==> config.mk <==
export PLATFORM = sky130hd
export DESIGN_NAME = size_class_bitmap_allocator_top_flat
export DESIGN_NICKNAME = d
export VERILOG_FILES = /design/src/rtl/core/scba_pkg.sv /design/src/rtl/core/scba_if.sv /design/src/rtl/core/size_class_bitmap_allocator_top.sv /design/src/rtl/core/scba_bitmap_ram.sv /design/src/flat_wrapper.sv
export SDC_FILE = /design/constraint.sdc
export NUM_CORES = 1
export LEC_CHECK = 0
export BUFFER_PORTS_ARGS = -buffer_cell sky130_fd_sc_hd__buf_2
export CORE_AREA = 5 5 174 343
export DETAILED_ROUTE_END_ITERATION = 16
export DIE_AREA = 0 0 179 348
export GPL_TIMING_DRIVEN = 1
export HOLD_SLACK_MARGIN = 0.1
export PLACE_DENSITY = 0.81
export RECOVER_POWER = 25
export SLEW_MARGIN = 20
export SYNTH_ARGS = -nofsm -noshare
export SYNTH_HDL_FRONTEND = slang
export SYNTH_HIERARCHICAL = 1
export SYNTH_SLANG_ARGS = --single-unit
==> constraint.sdc <==
create_clock -name clk -period 8.9 [get_ports clk]
set_input_delay 1.335 -clock clk [delete_from_list [all_inputs] [get_ports clk]]
set_output_delay 1.335 -clock clk [all_outputs]
set_load 0.01 [all_outputs]
==> src/rtl/core/scba_pkg.sv <==
// ----------------------------------------------------------------------------
// scba_pkg
// Shared types, constants and table functions for the size-class allocator.
// ----------------------------------------------------------------------------
package scba_pkg;

	localparam int unsigned PAGE_SHIFT  = 12;
	localparam int unsigned PAGE_BYTES  = 4096;
	localparam int unsigned MAX_REQUEST = 2048;
	localparam int unsigned MAX_CLASSES = 8;
	localparam int unsigned CLASS_W     = 3;
	localparam int unsigned WORD_BITS   = 64;
	localparam int unsigned BIT_W       = 6;
	localparam int unsigned WORDS       = 8;
	localparam int unsigned WORD_W      = 3;
	localparam int unsigned POS_W       = 9;
	localparam int unsigned CNT_W       = 9;
	localparam int unsigned ADDR_W      = 48;

	typedef enum logic [1:0] {
		ST_OK        = 2'd0,
		ST_TOO_LARGE = 2'd1,
		ST_FULL      = 2'd2,
		ST_BAD_CLASS = 2'd3
	} status_t;

	typedef enum logic {
		OP_ALLOC = 1'b0,
		OP_FREE  = 1'b1
	} opcode_t;

	typedef enum logic [2:0] {
		S_IDLE,
		S_DEC,
		S_SRCH,
		S_CLR,
		S_FIN
	} state_t;

	// One access of the bitmap memory: a read, a write, or neither.
	typedef struct packed {
		logic                 rd_en;
		logic [WORD_W-1:0]    rd_word;
		logic                 wr_en;
		logic [WORD_W-1:0]    wr_word;
		logic [WORD_BITS-1:0] wr_data;
	} bm_req_t;

	// Chunks per page for a class; zero when the chunk is larger than a page.
	function automatic int unsigned cls_count(int unsigned min_shift, int unsigned c);
		int unsigned sh;
		sh = min_shift + c;
		return (sh <= PAGE_SHIFT) ? (32'd1 << (PAGE_SHIFT - sh)) : 32'd0;
	endfunction

	// First bitmap position of a class: the classes below it are packed first.
	function automatic int unsigned cls_offset(int unsigned min_shift, int unsigned c);
		int unsigned off;
		off = 0;
		for (int unsigned k = 0; k < c; k++) begin
			off = off + cls_count(min_shift, k);
		end
		return off;
	endfunction

endpackage

==> src/rtl/core/scba_if.sv <==
// ----------------------------------------------------------------------------
// scba channel interfaces
// Request, response and configuration channels, each with valid and ready.
// ----------------------------------------------------------------------------
interface scba_req_if;
	logic              valid;
	logic              ready;
	scba_pkg::opcode_t opcode;
	logic [15:0]       request_size;
	logic [15:0]       free_address;

	modport source(output valid, opcode, request_size, free_address, input ready);
	modport sink(input valid, opcode, request_size, free_address, output ready);
endinterface

interface scba_rsp_if;
	logic              valid;
	logic              ready;
	scba_pkg::status_t status;
	logic [47:0]       chunk_address;

	modport source(output valid, status, chunk_address, input ready);
	modport sink(input valid, status, chunk_address, output ready);
endinterface

interface scba_cfg_if;
	logic        valid;
	logic        ready;
	logic [47:0] region_base;

	modport source(output valid, region_base, input ready);
	modport sink(input valid, region_base, output ready);
endinterface

==> src/rtl/core/size_class_bitmap_allocator_top.sv <==
// ----------------------------------------------------------------------------
// size_class_bitmap_allocator_top
// Slab allocator with power-of-two size classes, one page each, tracked by
// an occupancy bitmap held in a small synchronous memory.
//
//   channel | dir | payload                               | transfer when
//   --------+-----+---------------------------------------+------------------
//   cfg     | in  | region_base                           | valid && ready
//   req     | in  | opcode, request_size, free_address    | valid && ready
//   rsp     | out | status, chunk_address                 | valid && ready
//
// An allocate decodes, scans the bitmap words of its class (one word per
// cycle through the memory read port, up to 4 for the smallest class) and
// finishes; a rejected request skips the scan and a free clears its bit.
// One request is in flight at a time; the response register lets the next
// request enter while the previous response waits for its transfer.
// Reset clears the bitmap at once through per-word valid flags; cfg is
// always ready.
// ----------------------------------------------------------------------------
module size_class_bitmap_allocator_top #(
	parameter int unsigned NUM_CLASSES     = 8,
	parameter int unsigned MIN_CHUNK_BYTES = 16
) (
	input logic        clk,
	input logic        arst_n,
	scba_cfg_if.sink   cfg,
	scba_req_if.sink   req,
	scba_rsp_if.source rsp
);
	import scba_pkg::*;

	localparam int unsigned MIN_SHIFT    = $clog2(MIN_CHUNK_BYTES);
	localparam int unsigned TOP_CHUNK    = MIN_CHUNK_BYTES << (NUM_CLASSES - 1);
	localparam int unsigned SIZE_LIMIT_I = (TOP_CHUNK > MAX_REQUEST) ? MAX_REQUEST : TOP_CHUNK;
	localparam logic [15:0] SIZE_LIMIT   = 16'(SIZE_LIMIT_I);

	// Per-class constant tables.
	logic [16:0]      chunk_tbl [MAX_CLASSES];
	logic [CNT_W-1:0] cnt_tbl   [MAX_CLASSES];
	logic [POS_W-1:0] off_tbl   [MAX_CLASSES];
	logic [3:0]       shift_tbl [MAX_CLASSES];

	for (genvar g = 0; g < MAX_CLASSES; g++) begin : g_tbl
		assign chunk_tbl[g] = 17'(MIN_CHUNK_BYTES << g);
		assign cnt_tbl[g]   = CNT_W'(cls_count(MIN_SHIFT, g));
		assign off_tbl[g]   = POS_W'(cls_offset(MIN_SHIFT, g));
		assign shift_tbl[g] = 4'(MIN_SHIFT + g);
	end

	state_t state_q, state_d;

	logic [ADDR_W-1:0]    region_base_q;
	logic                 out_valid_q;
	status_t              out_status_q;
	logic [ADDR_W-1:0]    out_addr_q;

	opcode_t              op_q;
	logic [15:0]          size_q;
	logic [15:0]          faddr_q;
	logic [CLASS_W-1:0]   cls_q;
	logic [WORD_W-1:0]    word_q;
	logic [WORD_W-1:0]    last_q;
	logic [WORD_BITS-1:0] mask_q;
	logic [BIT_W-1:0]     bit_q;
	logic [POS_W-1:0]     pos_q;
	status_t              status_q;

	bm_req_t              bm_req;
	logic [WORD_BITS-1:0] rd_data;

	scba_bitmap_ram u_ram (
		.clk     (clk),
		.arst_n  (arst_n),
		.bm_req  (bm_req),
		.rd_data (rd_data)
	);

	// ---------------- decode of the captured request ----------------
	logic [CLASS_W-1:0]   alloc_cls;
	logic [CLASS_W-1:0]   cls_d;
	logic                 too_large;
	logic                 free_bad;
	logic [CNT_W-1:0]     cnt_d;
	logic [POS_W-1:0]     off_d;
	logic [3:0]           sh_d;
	logic [11:0]          free_idx;
	logic                 free_hit;
	logic [POS_W-1:0]     free_pos;
	logic [POS_W-1:0]     last_pos;
	logic [WORD_BITS-1:0] mask_d;
	status_t              status_d;
	logic                 dec_goes_on;

	always_comb begin
		alloc_cls = '0;
		for (int c = int'(NUM_CLASSES) - 1; c >= 0; c--) begin
			if ({1'b0, size_q} <= chunk_tbl[c]) begin
				alloc_cls = CLASS_W'(c);
			end
		end
		too_large = size_q > SIZE_LIMIT;
		free_bad  = faddr_q[15:12] >= 4'(NUM_CLASSES);
		cls_d     = (op_q == OP_ALLOC) ? alloc_cls : faddr_q[14:12];
		cnt_d     = cnt_tbl[cls_d];
		off_d     = off_tbl[cls_d];
		sh_d      = shift_tbl[cls_d];
		// Rounding down to a chunk drops the low offset bits.
		free_idx  = faddr_q[11:0] >> sh_d;
		free_hit  = free_idx < 12'(cnt_d);
		free_pos  = off_d + free_idx[POS_W-1:0];
		last_pos  = off_d + cnt_d - POS_W'(1);
		// Small classes share a word; large ones fill whole words.
		if (cnt_d >= CNT_W'(WORD_BITS)) begin
			mask_d = '1;
		end else begin
			mask_d = ((64'd1 << cnt_d) - 64'd1) << off_d[BIT_W-1:0];
		end
		if (op_q == OP_ALLOC) begin
			if (too_large) begin
				status_d    = ST_TOO_LARGE;
				dec_goes_on = 1'b0;
			end else if (cnt_d == '0) begin
				status_d    = ST_FULL;
				dec_goes_on = 1'b0;
			end else begin
				status_d    = ST_OK;
				dec_goes_on = 1'b1;
			end
		end else begin
			status_d    = free_bad ? ST_BAD_CLASS : ST_OK;
			dec_goes_on = !free_bad && free_hit;
		end
	end

	// ---------------- search of one bitmap word ----------------
	logic [WORD_BITS-1:0] cand;
	logic                 found;
	logic [BIT_W-1:0]     hit;

	always_comb begin
		cand  = ~rd_data & mask_q;
		found = |cand;
		hit   = '0;
		for (int b = WORD_BITS - 1; b >= 0; b--) begin
			if (cand[b]) begin
				hit = BIT_W'(b);
			end
		end
	end

	// ---------------- address of the granted chunk ----------------
	logic [POS_W-1:0]  chunk_idx;
	logic [23:0]       page_off_full;
	logic [ADDR_W-1:0] grant_addr;
	logic              alloc_ok;

	always_comb begin
		chunk_idx     = pos_q - off_tbl[cls_q];
		page_off_full = {15'b0, chunk_idx} << shift_tbl[cls_q];
		grant_addr    = region_base_q + {33'b0, cls_q, page_off_full[11:0]};
		alloc_ok      = (op_q == OP_ALLOC) && (status_q == ST_OK);
	end

	logic out_free;
	logic load_out;
	assign out_free = !out_valid_q || rsp.ready;

	// ---------------- next state ----------------
	always_comb begin
		state_d = state_q;
		unique case (state_q)
			S_IDLE: if (req.valid) state_d = S_DEC;
			S_DEC: begin
				if (!dec_goes_on) begin
					state_d = S_FIN;
				end else begin
					state_d = (op_q == OP_ALLOC) ? S_SRCH : S_CLR;
				end
			end
			S_SRCH: if (found || word_q == last_q) state_d = S_FIN;
			S_CLR:  state_d = S_FIN;
			S_FIN:  if (out_free) state_d = S_IDLE;
			default: state_d = S_IDLE;
		endcase
	end

	// ---------------- state outputs ----------------
	always_comb begin
		req.ready = 1'b0;
		load_out  = 1'b0;
		bm_req    = '0;
		unique case (state_q)
			S_IDLE: req.ready = 1'b1;
			S_DEC: begin
				bm_req.rd_en   = dec_goes_on;
				bm_req.rd_word = (op_q == OP_ALLOC) ? off_d[POS_W-1:BIT_W]
				                                    : free_pos[POS_W-1:BIT_W];
			end
			S_SRCH: begin
				if (found) begin
					bm_req.wr_en   = 1'b1;
					bm_req.wr_word = word_q;
					bm_req.wr_data = rd_data | (64'd1 << hit);
				end else if (word_q != last_q) begin
					bm_req.rd_en   = 1'b1;
					bm_req.rd_word = word_q + WORD_W'(1);
				end
			end
			S_CLR: begin
				bm_req.wr_en   = 1'b1;
				bm_req.wr_word = word_q;
				bm_req.wr_data = rd_data & ~(64'd1 << bit_q);
			end
			S_FIN: load_out = out_free;
			default: ;
		endcase
	end

	// ---------------- control registers ----------------
	always_ff @(posedge clk or negedge arst_n) begin
		if (!arst_n) begin
			state_q       <= S_IDLE;
			out_valid_q   <= 1'b0;
			region_base_q <= '0;
		end else begin
			state_q <= state_d;
			if (load_out) begin
				out_valid_q <= 1'b1;
			end else if (rsp.ready) begin
				out_valid_q <= 1'b0;
			end
			if (cfg.valid) begin
				region_base_q <= cfg.region_base;
			end
		end
	end

	assign cfg.ready         = 1'b1;
	assign rsp.valid         = out_valid_q;
	assign rsp.status        = out_status_q;
	assign rsp.chunk_address = out_addr_q;

	// ---------------- datapath registers ----------------
	always_ff @(posedge clk) begin
		case (state_q)
			S_IDLE: begin
				if (req.valid) begin
					op_q    <= req.opcode;
					size_q  <= req.request_size;
					faddr_q <= req.free_address;
				end
			end
			S_DEC: begin
				cls_q    <= cls_d;
				mask_q   <= mask_d;
				last_q   <= last_pos[POS_W-1:BIT_W];
				word_q   <= (op_q == OP_ALLOC) ? off_d[POS_W-1:BIT_W]
				                               : free_pos[POS_W-1:BIT_W];
				bit_q    <= free_pos[BIT_W-1:0];
				status_q <= status_d;
			end
			S_SRCH: begin
				if (found) begin
					pos_q <= {word_q, hit};
				end else if (word_q == last_q) begin
					status_q <= ST_FULL;
				end else begin
					word_q <= word_q + WORD_W'(1);
				end
			end
			S_FIN: begin
				if (load_out) begin
					out_status_q <= status_q;
					out_addr_q   <= alloc_ok ? grant_addr : '0;
				end
			end
			default: ;
		endcase
	end

`ifndef SYNTHESIS
	// A response appears only as the last step of a request.
	a_rsp_from_fin: assert property (@(posedge clk) disable iff (!arst_n)
		$rose(rsp.valid) |-> $past(state_q == S_FIN))
		else $error("response raised outside the finish step");

	// The memory never reads and writes in the same cycle.
	a_ram_one_access: assert property (@(posedge clk) disable iff (!arst_n)
		!(bm_req.rd_en && bm_req.wr_en))
		else $error("bitmap read and write in one cycle");

	// The scan never walks past the last word of the class.
	a_scan_bound: assert property (@(posedge clk) disable iff (!arst_n)
		(state_q == S_SRCH) |-> (word_q <= last_q))
		else $error("bitmap scan beyond its class");

	// Failed requests never carry an address.
	a_fail_no_addr: assert property (@(posedge clk) disable iff (!arst_n)
		(rsp.valid && rsp.status != ST_OK) |-> (rsp.chunk_address == '0))
		else $error("address on a failed response");
`endif

endmodule

==> src/rtl/core/scba_bitmap_ram.sv <==
// ----------------------------------------------------------------------------
// scba_bitmap_ram
// Occupancy bitmap: eight 64-bit words, one registered read port and one
// write port. A word never written since reset reads as all free.
// ----------------------------------------------------------------------------
module scba_bitmap_ram (
	input  logic                                clk,
	input  logic                                arst_n,
	input  scba_pkg::bm_req_t                   bm_req,
	output logic [scba_pkg::WORD_BITS-1:0]      rd_data
);
	import scba_pkg::*;

	logic [WORD_BITS-1:0] mem_q [WORDS];
	logic [WORDS-1:0]     valid_q;

	always_ff @(posedge clk or negedge arst_n) begin
		if (!arst_n) begin
			valid_q <= '0;
		end else if (bm_req.wr_en) begin
			valid_q[bm_req.wr_word] <= 1'b1;
		end
	end

	always_ff @(posedge clk) begin
		if (bm_req.wr_en) begin
			mem_q[bm_req.wr_word] <= bm_req.wr_data;
		end
	end

	always_ff @(posedge clk) begin
		if (bm_req.rd_en) begin
			rd_data <= valid_q[bm_req.rd_word] ? mem_q[bm_req.rd_word] : '0;
		end
	end

endmodule

==> src/flat_wrapper.sv <==
// flat-port wrapper written by rule: the top's interface ports become plain ports
module size_class_bitmap_allocator_top_flat import scba_pkg::*;
#(
	parameter int unsigned NUM_CLASSES     = 8,
	parameter int unsigned MIN_CHUNK_BYTES = 16
)
  (clk, arst_n, cfg_valid, cfg_region_base, cfg_ready, req_valid, req_opcode, req_request_size, req_free_address, req_ready, rsp_valid, rsp_status, rsp_chunk_address, rsp_ready);
  scba_cfg_if cfg_i ();
  scba_req_if req_i ();
  scba_rsp_if rsp_i ();
  input logic clk;
  input logic arst_n;
  input wire logic [$bits(cfg_i.valid)-1:0] cfg_valid;
  input wire logic [$bits(cfg_i.region_base)-1:0] cfg_region_base;
  output wire logic [$bits(cfg_i.ready)-1:0] cfg_ready;
  input wire logic [$bits(req_i.valid)-1:0] req_valid;
  input wire logic [$bits(req_i.opcode)-1:0] req_opcode;
  input wire logic [$bits(req_i.request_size)-1:0] req_request_size;
  input wire logic [$bits(req_i.free_address)-1:0] req_free_address;
  output wire logic [$bits(req_i.ready)-1:0] req_ready;
  output wire logic [$bits(rsp_i.valid)-1:0] rsp_valid;
  output wire logic [$bits(rsp_i.status)-1:0] rsp_status;
  output wire logic [$bits(rsp_i.chunk_address)-1:0] rsp_chunk_address;
  input wire logic [$bits(rsp_i.ready)-1:0] rsp_ready;
  assign cfg_i.valid = cfg_valid;
  assign cfg_i.region_base = cfg_region_base;
  assign cfg_ready = cfg_i.ready;
  assign req_i.valid = req_valid;
  assign req_i.opcode = req_opcode;
  assign req_i.request_size = req_request_size;
  assign req_i.free_address = req_free_address;
  assign req_ready = req_i.ready;
  assign rsp_valid = rsp_i.valid;
  assign rsp_status = rsp_i.status;
  assign rsp_chunk_address = rsp_i.chunk_address;
  assign rsp_i.ready = rsp_ready;
  size_class_bitmap_allocator_top #(.NUM_CLASSES(NUM_CLASSES), .MIN_CHUNK_BYTES(MIN_CHUNK_BYTES)) u_core (.clk(clk), .arst_n(arst_n), .cfg(cfg_i), .req(req_i), .rsp(rsp_i));
endmodule
# After elaboration in Yosys (flattened, before gate mapping)
# Memory sizes are Yosys's and may differ from the RTL's. A register that Yosys moved wholly into a read port is not among the register bits.
# Cells that the tools add are included.
dict set report totals {
  reg_bits 233
  latchBits 0
  ramBits 512
  rom_bits 280
  inputBits 86
  out_inout_bits 53
  memories 6
}
# memory depth width read_ports rd_ports_with_merged_regs write_ports line
set mem_list {}
lappend mem_list {u_core.u_ram.mem_q 8 64 1 1 1 scba_bitmap_ram.sv:14} ;# logic [WORD_BITS-1:0] mem_q [WORDS];
lappend mem_list {{(no name shown)} 8 9 1 0 0 size_class_bitmap_allocator_top.sv:104} ;# cnt_d = cnt_tbl[cls_d];
lappend mem_list {{(no name shown)} 8 9 1 0 0 size_class_bitmap_allocator_top.sv:105} ;# off_d = off_tbl[cls_d];
lappend mem_list {{(no name shown)} 8 9 1 0 0 size_class_bitmap_allocator_top.sv:158} ;# chunk_idx = pos_q - off_tbl[cls_q];
lappend mem_list {{(no name shown)} 8 4 1 0 0 size_class_bitmap_allocator_top.sv:159} ;# page_off_full = {15'b0, chunk_idx} << shift_tbl[cls_q];
lappend mem_list {{(no name shown)} 8 4 1 0 0 size_class_bitmap_allocator_top.sv:106} ;# sh_d = shift_tbl[cls_d];
dict set report classes {
  add_sub_neg 7
  mul 0
  div 0
  order_cmp 17
  eq_ne 12
  shift 6
  mux 118
  bitwise_logic 9
  n_reduce_logical 20
}
# op n
set op_table {}
lappend op_table {{$mux W6} 64}
lappend op_table {{$pmux W68 S2} 1}
lappend op_table {{$and A64 B64 Y64} 2}
lappend op_table {{$not A64 Y64} 2}
lappend op_table {{$shl A1 B6 Y64 const A} 2}
lappend op_table {{$mux W68} 1}
lappend op_table {{$or A64 B64 Y64} 1}
lappend op_table {{$reduce_or A64 Y1} 1}
lappend op_table {{$shl A1 B9 Y64 const A} 1}
lappend op_table {{$shl A64 B6 Y64} 1}
lappend op_table {{$sub A64 B1 Y64 const B} 1}
lappend op_table {{$mux W9} 6}
lappend op_table {{$add A48 B15 Y48} 1}
lappend op_table {{$mux W3} 16}
lappend op_table {{$mux W4} 6}
lappend op_table {{$add A9 B9 Y9} 2}
lappend op_table {{$gt A16 B12 Y1 const B} 1}
lappend op_table {{$le A16 B10 Y1 const B} 1}
lappend op_table {{$le A16 B11 Y1 const B} 1}
lappend op_table {{$le A16 B12 Y1 const B} 1}
lappend op_table {{$le A16 B5 Y1 const B} 1}
lappend op_table {{$le A16 B6 Y1 const B} 1}
lappend op_table {{$le A16 B7 Y1 const B} 1}
lappend op_table {{$le A16 B8 Y1 const B} 1}
lappend op_table {{other kinds (38)} 73}

# Logic depth before layout (Yosys ltp)
dict set report depth {
  word_depth 75
  ltp_mapped 23
  depth_no_buf 19
}

# Modules after synthesis
# Netlist, hierarchy kept.
# mod n_inst cells_each area_each_um2 seq_area_each_um2
set modules_own_cells {}
lappend modules_own_cells {scba_bitmap_ram 1 906 21632.0 17496.8}
lappend modules_own_cells {size_class_bitmap_allocator_top 1 1315 11927.7 5114.9}

# Least setup slack after synthesis
# No wires, ideal clock.
dict set report synth_timing {
  path_type {reg-to-reg}
  from {register u_core.mask_q[31]}
  to {register u_core.u_ram.valid_q[0]}
  setup_time_ns 0.092
  t_arrival_ns 6.969
  t_required_ns 8.808
  path_slack_ns 1.840
  stages_incl_launch_ff 13
  path_buffers 2
  path_cell_list {edfxtp_1 clkbuf_1 clkbuf_1 o21a_1 nand2b_1 nor2_1 nand2_1 nor3_1 o21ai_0 and2_1 nand2b_1 nor3_1 or2_2}
}
# element line
set synth_rtl {}
lappend synth_rtl {{start: declaration} size_class_bitmap_allocator_top.sv:63} ;# logic [WORD_BITS-1:0] mask_q;
lappend synth_rtl {{start signal: assignment} size_class_bitmap_allocator_top.sv:255} ;# mask_q <= mask_d;
lappend synth_rtl {{end signal: assignment} scba_bitmap_ram.sv:19} ;# valid_q <= '0;
lappend synth_rtl {{end signal: indexed assignment} scba_bitmap_ram.sv:21} ;# valid_q[bm_req.wr_word] <= 1'b1;
lappend synth_rtl {{end: declaration} scba_bitmap_ram.sv:15} ;# logic [WORDS-1:0] valid_q;

==> impl_metrics.yaml <==
grt:
  grt_usage: 0.282
  grt_max_degree: 68
  use_met2: 0.507
  grt_pass1_vias: 21800
  met1_usage: 0.299
  grt_antenna_before_repair: 8
  grt.busiest_layer: "met2"
  grt_overflow_total: 0
  use_met3: 0.0411
  grt_pass1_wl_um: 130000
critical_path:
  path_cells: "or4_1, nor3_1, o31ai_1, o31ai_1, and2_0, inv_1, mux2i_1, o22ai_1, ha_1, fa_1, a21oi_1, a211oi_1, o21a_1, o22ai_4, buf_16, buf_4, mux4_2, mux2i_1, nor2_1"
  max_stage_delay_ps: 670
  critPathLaunchType: "flip-flop"
  cp_max_fo: 26
  critPathRequiredTime_ps: 9260
  worstRegToRegCells: 19
  slowest_stage: "and2_0"
  crit_arrival_ps: 7570
  critical_path_class: "flip-flop to flip-flop"
  rrSetupSlack_ps: 1690
  setup.worst_path.end_class: "flip-flop"
synth:
  synthMuxAreaShare: 0.128
  synth_top_family_by_area: "multiplexers"
  avgSynthCellArea_um2: 15.1
  ys_warn_count: 6
  ys_seq_area_frac: 0.674
  synth_compound_area_frac: 0.0757
  yosys.area_share.adder: 0.0171
  synth-edff-count: 703
  synth_xor_area_frac: 0.00861
  ys_types: 77
  ys_ff_latch: 763
  syn_area_um2: 33600
  synthSimpleGateAreaFrac: 0.0764
  ys_async_sr_fraction: 0.0786
  synth-main-ff-cell: "edfxtp_1"
  syn_inst: 2221
hold_path:
  min_path_type: "flip-flop to flip-flop"
  whs_path_depth: 1
place:
  dpl.hpwl_um: 56300
  gp_congestion: 0.980
  dpl.cell_count: 3043
  port-buffer-count: 133
drt:
  drtIter0Drc: 2175
  wl_per_cell_um: 27.7
  finalWirelength_um: 87600
  vias: 20800
  via_per_inst: 6.59
  first_pass_iters: 7
  ant_nets: 0
  drc: 0
final_layout:
  final_common_cell: "edfxtp_1"
  seq_area_um2: 22600
  drive_gt1_frac: 0.172
  syn2layout_area_growth_pct: 10.6
  fin_cells: 3164
  final_nets: 2481
  multi_input_area_um2: 10400
  mostFrequentLayoutCells: "703 x edfxtp_1, 184 x o21ai_0, 150 x nand2_1"
  fill_cells: 3835
run_status:
  status: "finished with violations"
  violations: "max-capacitance violations, max-slew violations"
timing:
  period_share: 0.810
  slew_headroom: -1.37
  tightestPinTransition_ps: 3550
  maxSlewViolCount: 361
  setup_tns_ps: 0
  rsz0062_at_grt: "false"
  finalSetupViolations: 0
  hold_violations: 0
  fin_skew_ps: 42.5
  max_freq_mhz: 139
  fin_crit_ps: 7210
  timing.hold.ws_ps: 473
power:
  switching_share: 0.322
  p_clk_frac: 0.263
  internal-power_mw: 7.04
  power_frac_seq: 0.450
  vdd_ir_drop_max_v: 0.000180
  p_comb_frac: 0.287
  switching_power_mw: 3.33
  p_per_area_nw_per_um2: 279
  p_leak_nw: 12.1
floorplanning:
  rows: 124
  die_x_um: 179
  start_util: 0.589
  fp.dieArea_um2: 62300
  die_y_um: 348
  top_level_ports: 139
  core_area_um2: 56900
clocking:
  h-tree-depth: 2
  cts_resized: 0
  cts_root_buf: "clkbuf_16"
  cts.clk_slew.worst_paths_ps: 70
  cts_tree: "built"
  insertion_delay_ps: 640
  ctsHoldBuffers: 0
  cts_sinks: 763
  clockBufferDepth: 3
  cts_setup_buffers: 0
  cts_made_buffers: 60
flow_run:
  max-cap-violations: 8
critical path, delay by kind of cell (launching register included):
family	cells	cell delay, ps
simple gates	4	1680
buf+inv	3	1180
compound gates	7	1710
mux	3	1210
fa+ha+maj	2	660
flops	1	450
sequential cells by signal, summed over array words and instances, names as in the netlist, 6 cells and up:
signal	flops
u_core/rsp.chunk_address	48
u_core/u_ram/rd_data	64
u_core/u_ram/valid_q	8
u_core/mask_q	23
u_core/region_base_q	48
u_core/faddr_q	12
u_core/u_ram/mem_q	512
u_core/size_q	16
u_core/pos_q	8
u_core/bit_q	6
power groups by stage:
stage / registers (mW) / clock network [mW] / logic (mW)
after global routing: 4.68 / 2.92 / 3.19
after global placement: 4.70 / 0 / 2.84
after detailed placement: 4.72 / 0 / 2.91
after floorplan: 4.64 / 0 / 2.08
after CTS: 4.64 / 2.77 / 2.96
final: 4.66 / 2.73 / 2.97
final timing paths:
path	startpoint	to
max in group asynchronous	arst_n	u_core/u_ram/valid_q[4]
hold / removal	u_core/u_ram/valid_q[2]	u_core/u_ram/valid_q[2]
setup reg to reg	u_core/size_q[5]	u_core/u_ram/rd_data[30]
min in group asynchronous	arst_n	u_core/region_base_q[34]
setup / recovery	u_core/size_q[5]	u_core/u_ram/rd_data[30]
hold reg to reg	u_core/u_ram/valid_q[2]	u_core/u_ram/valid_q[2]
synth_stat cells (3+ instances only):
| cell | instances | area share |
|---|---|---|
| nor2_1 | 151 | 0.017 |
| a21boi_0 | 8 | 0.0018 |
| clkbuf_1 | 70 | 0.0078 |
| o21ai_0 | 188 | 0.028 |
| nand2b_1 | 33 | 0.0062 |
| nand2_1 | 150 | 0.017 |
| a31oi_1 | 10 | 0.0019 |
| a41oi_1 | 3 | 0.00078 |
| edfxtp_1 | 703 | 0.63 |
| a21oi_1 | 104 | 0.016 |
| buf_1 | 6 | 0.00067 |
| a21o_1 | 15 | 0.0034 |
| o31ai_1 | 7 | 0.0016 |
| nand3_1 | 40 | 0.0060 |
| or2_2 | 12 | 0.0022 |
| inv_1 | 50 | 0.0056 |
| ha_1 | 41 | 0.015 |
| and4_1 | 7 | 0.0018 |
| o2111ai_1 | 6 | 0.0016 |
| mux2_2 | 44 | 0.015 |
| o211ai_1 | 7 | 0.0016 |
| dfrtp_1 | 60 | 0.045 |
| buf_2 | 28 | 0.0042 |
| nor2b_1 | 25 | 0.0047 |
| a211oi_1 | 10 | 0.0022 |
| nand4_1 | 22 | 0.0041 |
| o22ai_1 | 7 | 0.0013 |
| nor3_1 | 31 | 0.0046 |
| a221o_1 | 3 | 0.00089 |
| a2111o_1 | 11 | 0.0037 |
| mux2i_1 | 84 | 0.025 |
| xor2_1 | 20 | 0.0052 |
| mux4_2 | 130 | 0.087 |
| or3_1 | 10 | 0.0019 |
| fa_1 | 3 | 0.0018 |
| and3_1 | 13 | 0.0024 |
| or4_1 | 3 | 0.00067 |
| o41ai_1 | 5 | 0.0013 |
| o21a_1 | 14 | 0.0031 |
| and2_1 | 14 | 0.0026 |
| xnor2_1 | 13 | 0.0034 |
| nor3b_1 | 5 | 0.0011 |
| nor4_1 | 8 | 0.0015 |
area by class of cell:
| type | instances | share of cell area |
|---|---|---|
| flip-flops and latches | 763 | 0.609 |
| multi-input cells | 1302 | 0.280 |
| clock buffers | 79 | 0.0440 |
| well taps | 756 | 0.0255 |
| diodes | 7 | 0.000472 |
| repair buffers | 171 | 0.0252 |
| clock inverters | 33 | 0.00985 |
| inverters | 53 | 0.00550 |
per-stage QoR:
stage / instance area (um2) / power, mW / util / worst slack [ps]
2_1_floorplan: 33600 / 6.72 / - / 1840
3_3_place_gp: 35200 / 7.54 / 0.618 / 1850
3_5_place_dp: 35200 / 7.63 / 0.618 / 1740
4_1_cts: 37200 / 10.4 / 0.653 / 1600
5_1_grt: 37100 / 10.8 / 0.652 / 1280
6_report: 37100 / 10.4 / 0.652 / 1690
per-layer routing:
metal / wire length (um) / up-vias
met1: 27400 / 10300
li1: - / 8889
met2: 46600 / 1254
met3: 6500 / 367
met5: 0 / -
met4: 7070 / 0
logic make-up after synthesis:
group	after synthesis
mux	260
other cells	2
compound gates	423
xor+xnor	33
flops	763
fa+ha+maj	44
buf+inv	161
simple gates	535
(Power assumes the default switching activity.)
